==> config.mk <==
export PLATFORM = sky130hd
export DESIGN_NAME = i2c_display_byte_writer
export DESIGN_NICKNAME = d
export VERILOG_FILES = /design/src/design/i2cdbw_pkg.sv /design/src/design/i2cdbw_front.sv /design/src/design/i2cdbw_queue.sv /design/src/design/i2cdbw_back.sv /design/src/design/i2c_display_byte_writer.sv
export SDC_FILE = /design/constraint.sdc
export NUM_CORES = 1
export LEC_CHECK = 0
export BUFFER_PORTS_ARGS = -buffer_cell sky130_fd_sc_hd__buf_4
export CORE_MARGIN = 3
export CORE_UTILIZATION = 35
export DETAILED_ROUTE_END_ITERATION = 8
export SLEW_MARGIN = 10
export SYNTH_ARGS = -nofsm -noshare
export SYNTH_HDL_FRONTEND = slang
export SYNTH_HIERARCHICAL = 1
export SYNTH_SLANG_ARGS = --single-unit
export TNS_END_PERCENT = 100
==> constraint.sdc <==
create_clock -name clk_i -period 4.2 [get_ports clk_i]
set_input_delay 1.05 -clock clk_i [delete_from_list [all_inputs] [get_ports clk_i]]
set_output_delay 1.05 -clock clk_i [all_outputs]
set_load 0.1 [all_outputs]
==> src/design/i2cdbw_pkg.sv <==
// Shared types and constants for the I2C display byte writer.
// No dependencies; every other file imports this package.
package i2cdbw_pkg;

  localparam logic [7:0] DEV_ADDR_RESET = 8'h78;
  localparam logic [7:0] CTRL_DATA      = 8'h40;
  localparam logic [7:0] CTRL_CMD       = 8'h00;
  localparam int unsigned QDEPTH        = 2;
  localparam int unsigned QPTR_W        = $clog2(QDEPTH);
  localparam int unsigned QCNT_W        = $clog2(QDEPTH + 1);
  localparam int unsigned FRAME_W       = 24;
  localparam int unsigned NUM_BYTES     = FRAME_W / 8;
  localparam int unsigned BYTE_IDX_W    = $clog2(NUM_BYTES);

  typedef enum logic [1:0] {
    SYM_START = 2'd0,
    SYM_BIT   = 2'd1,
    SYM_ACK   = 2'd2,
    SYM_STOP  = 2'd3
  } sym_kind_e;

  typedef struct packed {
    logic [7:0] payload_byte;
    logic       is_data;
  } in_item_t;

  typedef struct packed {
    sym_kind_e symbol_kind;
    logic      sda_level;
    logic      last;
  } out_item_t;

  // Three bytes of one transaction, address byte in the top bits.
  typedef struct packed {
    logic [FRAME_W-1:0] bits;
  } frame_t;

  // Queue head as seen by the back end.
  typedef struct packed {
    logic   valid;
    frame_t frame;
  } q_head_t;

endpackage

==> src/design/i2cdbw_front.sv <==
// Front end: holds the device address register and turns an input item
// into a three-byte transaction frame. Depends on i2cdbw_pkg.
module i2cdbw_front (
  input  logic                 clk_i,
  input  logic                 rst_ni,
  input  logic                 cfg_valid_i,
  output logic                 cfg_ready_o,
  input  logic [7:0]           cfg_data_i,
  input  i2cdbw_pkg::in_item_t in_item_i,
  output i2cdbw_pkg::frame_t   frame_o
);
  import i2cdbw_pkg::*;

  logic [7:0] dev_addr_q;
  logic [7:0] ctrl_byte;

  assign cfg_ready_o = 1'b1;

  always_ff @(posedge clk_i or negedge rst_ni) begin
    if (!rst_ni) begin
      dev_addr_q <= DEV_ADDR_RESET;
    end else if (cfg_valid_i) begin
      dev_addr_q <= cfg_data_i;
    end
  end

  // Pick the control byte from the data/command flag.
  assign ctrl_byte    = in_item_i.is_data ? CTRL_DATA : CTRL_CMD;
  assign frame_o.bits = {dev_addr_q, ctrl_byte, in_item_i.payload_byte};

endmodule

==> src/design/i2cdbw_queue.sv <==
// Short frame queue between front and back end.
// Depends on i2cdbw_pkg.
module i2cdbw_queue (
  input  logic                clk_i,
  input  logic                rst_ni,
  input  logic                wr_i,
  input  i2cdbw_pkg::frame_t  frame_i,
  output logic                full_o,
  input  logic                rd_i,
  output i2cdbw_pkg::q_head_t head_o
);
  import i2cdbw_pkg::*;

  frame_t             mem_q [QDEPTH];
  logic [QPTR_W-1:0]  wr_ptr_q, wr_ptr_d;
  logic [QPTR_W-1:0]  rd_ptr_q, rd_ptr_d;
  logic [QCNT_W-1:0]  cnt_q, cnt_d;
  logic               do_wr, do_rd;

  assign full_o       = (cnt_q == QCNT_W'(QDEPTH));
  assign do_wr        = wr_i && !full_o;
  assign do_rd        = rd_i && (cnt_q != '0);
  assign head_o.valid = (cnt_q != '0);
  assign head_o.frame = mem_q[rd_ptr_q];

  always_comb begin
    wr_ptr_d = wr_ptr_q;
    rd_ptr_d = rd_ptr_q;
    cnt_d    = cnt_q;
    if (do_wr) begin
      wr_ptr_d = (wr_ptr_q == QPTR_W'(QDEPTH - 1)) ? '0 : wr_ptr_q + 1'b1;
    end
    if (do_rd) begin
      rd_ptr_d = (rd_ptr_q == QPTR_W'(QDEPTH - 1)) ? '0 : rd_ptr_q + 1'b1;
    end
    if (do_wr && !do_rd) begin
      cnt_d = cnt_q + 1'b1;
    end else if (do_rd && !do_wr) begin
      cnt_d = cnt_q - 1'b1;
    end
  end

  always_ff @(posedge clk_i or negedge rst_ni) begin
    if (!rst_ni) begin
      wr_ptr_q <= '0;
      rd_ptr_q <= '0;
      cnt_q    <= '0;
    end else begin
      wr_ptr_q <= wr_ptr_d;
      rd_ptr_q <= rd_ptr_d;
      cnt_q    <= cnt_d;
    end
  end

  always_ff @(posedge clk_i) begin
    if (do_wr) begin
      mem_q[wr_ptr_q] <= frame_i;
    end
  end

endmodule

==> src/design/i2cdbw_back.sv <==
// Back end: serializes one frame into start, 3 x (8 bits + ack), stop.
// Depends on i2cdbw_pkg.
module i2cdbw_back (
  input  logic                  clk_i,
  input  logic                  rst_ni,
  input  i2cdbw_pkg::q_head_t   head_i,
  output logic                  deq_o,
  output logic                  empty_o,
  input  logic                  pop_i,
  output i2cdbw_pkg::out_item_t out_item_o
);
  import i2cdbw_pkg::*;

  typedef enum logic [3:0] {
    ST_START = 4'b0001,
    ST_BIT   = 4'b0010,
    ST_ACK   = 4'b0100,
    ST_STOP  = 4'b1000
  } state_e;

  state_e                state_q, state_d;
  logic [FRAME_W-1:0]    sh_q, sh_d;
  logic [2:0]            bit_q, bit_d;
  logic [BYTE_IDX_W-1:0] byte_q, byte_d;
  logic                  out_valid_q, out_valid_d;
  out_item_t             out_q, out_d;
  logic                  load_ok, emit;

  // Output register frees up when empty or being popped this cycle.
  assign load_ok = !out_valid_q || pop_i;

  always_comb begin
    state_d     = state_q;
    sh_d        = sh_q;
    bit_d       = bit_q;
    byte_d      = byte_q;
    out_d       = out_q;
    emit        = 1'b0;
    deq_o       = 1'b0;
    unique case (state_q)
      ST_START: begin
        if (head_i.valid && load_ok) begin
          emit    = 1'b1;
          deq_o   = 1'b1;
          out_d   = '{symbol_kind: SYM_START, sda_level: 1'b0, last: 1'b0};
          sh_d    = head_i.frame.bits;
          bit_d   = '0;
          byte_d  = '0;
          state_d = ST_BIT;
        end
      end
      ST_BIT: begin
        if (load_ok) begin
          emit    = 1'b1;
          out_d   = '{symbol_kind: SYM_BIT, sda_level: sh_q[FRAME_W-1], last: 1'b0};
          sh_d    = {sh_q[FRAME_W-2:0], 1'b0};
          bit_d   = bit_q + 1'b1;
          if (bit_q == 3'd7) begin
            state_d = ST_ACK;
          end
        end
      end
      ST_ACK: begin
        if (load_ok) begin
          emit  = 1'b1;
          out_d = '{symbol_kind: SYM_ACK, sda_level: 1'b1, last: 1'b0};
          if (byte_q == BYTE_IDX_W'(NUM_BYTES - 1)) begin
            state_d = ST_STOP;
          end else begin
            byte_d  = byte_q + 1'b1;
            state_d = ST_BIT;
          end
        end
      end
      ST_STOP: begin
        if (load_ok) begin
          emit    = 1'b1;
          out_d   = '{symbol_kind: SYM_STOP, sda_level: 1'b0, last: 1'b1};
          state_d = ST_START;
        end
      end
      default: state_d = ST_START;
    endcase
    out_valid_d = emit || (out_valid_q && !pop_i);
  end

  always_ff @(posedge clk_i or negedge rst_ni) begin
    if (!rst_ni) begin
      state_q     <= ST_START;
      bit_q       <= '0;
      byte_q      <= '0;
      out_valid_q <= 1'b0;
    end else begin
      state_q     <= state_d;
      bit_q       <= bit_d;
      byte_q      <= byte_d;
      out_valid_q <= out_valid_d;
    end
  end

  always_ff @(posedge clk_i) begin
    sh_q  <= sh_d;
    out_q <= out_d;
  end

  assign empty_o    = !out_valid_q;
  assign out_item_o = out_q;

  // A frame taken from the queue shows up as a start symbol next cycle.
  a_deq_start: assert property (@(posedge clk_i) disable iff (!rst_ni)
    deq_o |=> (out_valid_q && out_q.symbol_kind == SYM_START))
    else $error("dequeue not followed by start symbol");

  // The last flag marks only the stop symbol, and stop always carries it.
  a_last_stop: assert property (@(posedge clk_i) disable iff (!rst_ni)
    out_valid_q |-> (out_q.last == (out_q.symbol_kind == SYM_STOP)))
    else $error("last flag out of step with stop symbol");

  // An ack slot ending the payload byte leads straight to the stop symbol.
  a_ack_to_stop: assert property (@(posedge clk_i) disable iff (!rst_ni)
    (state_q == ST_ACK && load_ok && byte_q == BYTE_IDX_W'(NUM_BYTES - 1))
      |=> (state_q == ST_STOP))
    else $error("missing stop after last ack");

endmodule

==> src/design/i2c_display_byte_writer.sv <==
// I2C display byte writer: each item becomes 29 bus symbols, 1 per cycle while pop keeps up.
// An accepted item is written to the queue; its start symbol is then registered in the back end.
// The back-end serializer takes a new frame only after the stop symbol of the last one.
// Two frames queue between front and back, so push stays open meanwhile.
// Reset: async active-low; address resets to 0x78, queue and output empty.
module i2c_display_byte_writer (
  input  logic                  clk_i,
  input  logic                  rst_ni,
  input  logic                  cfg_valid_i,
  output logic                  cfg_ready_o,
  input  logic [7:0]            cfg_data_i,
  input  logic                  push,
  output logic                  full,
  input  i2cdbw_pkg::in_item_t  in_item_i,
  output logic                  empty,
  input  logic                  pop,
  output i2cdbw_pkg::out_item_t out_item_o
);
  import i2cdbw_pkg::*;

  frame_t  frame;
  q_head_t head;
  logic    deq;

  // Front end: hold the address register and build the frame on accept.
  i2cdbw_front u_front (
    .clk_i       (clk_i),
    .rst_ni      (rst_ni),
    .cfg_valid_i (cfg_valid_i),
    .cfg_ready_o (cfg_ready_o),
    .cfg_data_i  (cfg_data_i),
    .in_item_i   (in_item_i),
    .frame_o     (frame)
  );

  // Queue decouples acceptance from serialization; full backs up push.
  i2cdbw_queue u_queue (
    .clk_i   (clk_i),
    .rst_ni  (rst_ni),
    .wr_i    (push),
    .frame_i (frame),
    .full_o  (full),
    .rd_i    (deq),
    .head_o  (head)
  );

  // Back end: advance one symbol per cycle into the output register while pop keeps it free.
  i2cdbw_back u_back (
    .clk_i      (clk_i),
    .rst_ni     (rst_ni),
    .head_i     (head),
    .deq_o      (deq),
    .empty_o    (empty),
    .pop_i      (pop),
    .out_item_o (out_item_o)
  );

endmodule
==> results.sh <==
export IMPL_relSlewSlack=0.407
export IMPL_clkPwrFrac=0.236
export IMPL_antenna_found_initial=0
export IMPL_setup_violations=0
export IMPL_areaGrowthSynthToFinish_pct=12.1
export IMPL_rr_startpoint="u_back/state_q[3]"
export IMPL_portBuffers=27
export IMPL_cp_end_kind="flop"
export IMPL_synth_seq_cells=98
export IMPL_cts_resized=0
export IMPL_worstHoldEndpoint="u_queue/mem_q[0][16]"
export IMPL_grtUsageMet3=0.0311
export IMPL_synth_area_leaders="edfxtp_1 (53%), dfrtp_1 (9.9%), mux2_4 (9.5%)"
export IMPL_syn_avg_cell_area_um2=16.9
export IMPL_routedWlPerCell_um=14.4
export IMPL_numCtsBuffers=9
export IMPL_reg2reg_to="u_back/sh_q[18]"
export IMPL_fin_crit_sh=0.631
export IMPL_place_hpwl_mm=3.91
export IMPL_vdd_drop_max_mv=0.260
export IMPL_clock_latency_ns=0.34
export IMPL_drive_gt1_frac=0.419
export IMPL_fp_dieH_um=117
export IMPL_fin_nets=298
export IMPL_io_pin_count=29
export IMPL_synth_area_leader_cell="edfxtp_1"
export IMPL_drc=0
export IMPL_worst_setup_path_type="reg2reg"
export IMPL_grt_busiest_layer="met2"
export IMPL_power_frac_comb=0.308
export IMPL_overflow=0
export IMPL_grt_max_degree=33
export IMPL_viasPerCell=4.65
export IMPL_synthArstFlopShare=0.224
export IMPL_ctsHtreeMaxLevel=3
export IMPL_ys_seq_area_frac=0.664
export IMPL_ys_flop_type="edfxtp_1"
export IMPL_worstPathMaxFanout=32
export IMPL_outcome="completed"
export IMPL_num_vias=1951
export IMPL_track_usage=0.0974
export IMPL_synth_warnings=6
export IMPL_tightestPinTransition_ns=0.888
export IMPL_critPathRequiredTime_ns=4.16
export IMPL_cts_path_max_buffers=2
export IMPL_switching_share=0.318
export IMPL_grt_pass1_vias=1936
export IMPL_synth_edf_count=76
export IMPL_gp_congestion=0.774
export IMPL_p_leak_nw=1.85
export IMPL_p_sw_mw=1.13
export IMPL_wl_mm=6.05
export IMPL_dr_pass1_iters=4
export IMPL_cts_hold_buf=0
export IMPL_min_from="u_front/dev_addr_q[0]"
export IMPL_grt_pass1_wl_mm=9.92
export IMPL_worstRegToRegCells=5
export IMPL_drv_slew=0
export IMPL_powerDensity_nw_per_um2=739
export IMPL_clockRootBuffer="clkbuf_16"
export IMPL_min_period_ns=2.65
export IMPL_dpl_instance_area_um2=4480
export IMPL_rsz0062_at_grt="false"
export IMPL_grtUsageMet1=0.135
export IMPL_cts_tree="done"
export IMPL_min_delay_path_class="reg2reg"
export IMPL_die_x_um=117
export IMPL_drv_cap=0
export IMPL_timing_setup_tns_ns=0
export IMPL_first_iter_violations=106
export IMPL_row_count=39
export IMPL_synthCells=253
export IMPL_cts_setup_buffers=0
export IMPL_die_area_um2=13600
export IMPL_core_area_um2=11700
export IMPL_synth_area_um2=4280
export IMPL_clkSinkCount=98
export IMPL_yosys_area_top_type_share=0.534
export IMPL_finalHoldViolations=0
export IMPL_max_freq_mhz=378
export IMPL_p_seq_frac=0.455
export IMPL_fin_worst_skew_ns=0.00540
export IMPL_cp_start_kind="flop"
export IMPL_detail_route_antenna_nets=0
export IMPL_internal_power_mw=2.42
export IMPL_use_met2=0.141
export IMPL_fin_area_um2=4790
export IMPL_yosysUniqueCellTypes=39
export IMPL_r2r_setup_slack_ns=1.55
export IMPL_antenna_cells=0
export IMPL_path_clk_slew_ns=0.07
export IMPL_min_delay_path_depth=0
export IMPL_worstPathArrival_ns=2.61
export IMPL_initial_core_util=0.367
power groups by stage:
stage	clock (mW)	sequential, mW	combinational [mW]
global placement	0	1.62	1.10
global route	0.908	1.65	1.18
detailed placement	0	1.64	1.11
CTS	0.866	1.62	1.11
floorplan	0	1.68	0.868
finish	0.837	1.61	1.09
layer usage:
| layer | routed length [µm] | up-vias |
|---|---|---|
| met5 | 0 | - |
| met3 | 226 | 8 |
| met2 | 2700 | 29 |
| met4 | 92 | 0 |
| li1 | - | 951 |
| met1 | 3030 | 963 |
area by class of cell:
type                    instances  area (µm²)
clock buffers                   9         225
clock inverters                 7        82.6
fillers                      1026        6870
inverters                       8        30.0
multi-input cells             124        1200
flip-flops and latches         98        2840
well taps                     143         179
repair buffers                 31         233
sequential cells by signal, summed over array words and instances (netlist names):
register,flops
u_back/byte_q,2
u_front/dev_addr_q,8
u_queue/rd_ptr_q,1
u_back/state_q,4
u_queue/mem_q,48
u_back/out_item_o,4
u_queue/wr_ptr_q,1
u_back/sh_q,24
u_back/out_valid_q,1
u_back/bit_q,3
u_queue/cnt_q,2
synth_stat cells, types with 3 or more instances:
library cell,instances
buf_4,18
nor3_1,4
a32o_1,3
nand2_1,6
ha_1,4
buf_6,3
nor2_1,4
edfxtp_1,76
nor2b_1,4
xnor2_1,4
dfstp_2,5
inv_1,8
mux2_2,28
o21ai_0,6
mux2_4,27
dfrtp_1,17
buf_2,5
placed cells by master (no fill, tap or decap), drive strengths merged, types with 3 or more instances in the layout:
cell    synthesis  layout
a32o            3       3
and3            3       3
buf            28      31
clkbuf          1       9
conb            2       8
dfrtp          17      17
dfstp           5       5
edfxtp         76      76
ha              4       4
inv             8      12
mux2           55      55
nand2           7       7
nor2            4       4
nor2b           4       4
nor3            4       4
nor4b           3       3
o21ai           6       6
or2             3       3
xnor2           4       4
worst max-delay path by stage:
stage,to,cells after the start,start,slack (ns)
floorplan,u_queue/mem_q[0][0],2,push,1.63
global route,u_back/sh_q[5],5,u_back/state_q[3],1.36
global placement,u_back/sh_q[13],4,pop,1.56
CTS,u_back/sh_q[9],5,u_back/state_q[3],1.51
detailed placement,u_back/sh_q[5],5,u_back/state_q[3],1.52
finish,u_back/sh_q[18],5,u_back/state_q[3],1.55
cell families after synthesis:
kind of cell / Yosys count / share of synthesized area
other: 2 / 0.00176
muxes: 55 / 0.169
and+or+nand+nor: 34 / 0.0512
xor gates and xnor gates: 6 / 0.0123
buffers and inverters: 37 / 0.0626
AOI/OAI and AO/OA: 17 / 0.0281
DFF: 98 / 0.664
adders and majority gates: 4 / 0.0117
critical path, stage by stage (launching register included):
cell and delay, ns:
dfrtp_1 0.50, nor4b_4 0.29, buf_4 0.39, a21oi_1 0.10
or2_2 0.32, inv_1 0.65
per-stage QoR:
step	power (mW)	utilization	hold slack (ns)	setup slack (ns)	instances
global route	3.75	0.411	0.506	1.36	420
CTS	3.60	0.411	0.491	1.51	420
detailed placement	2.75	0.385	0.473	1.52	404
floorplan	2.55	-	0.442	1.63	259
global placement	2.72	0.385	0.462	1.56	404
finish	3.54	0.411	0.488	1.55	420
(Power assumes the default switching activity.)
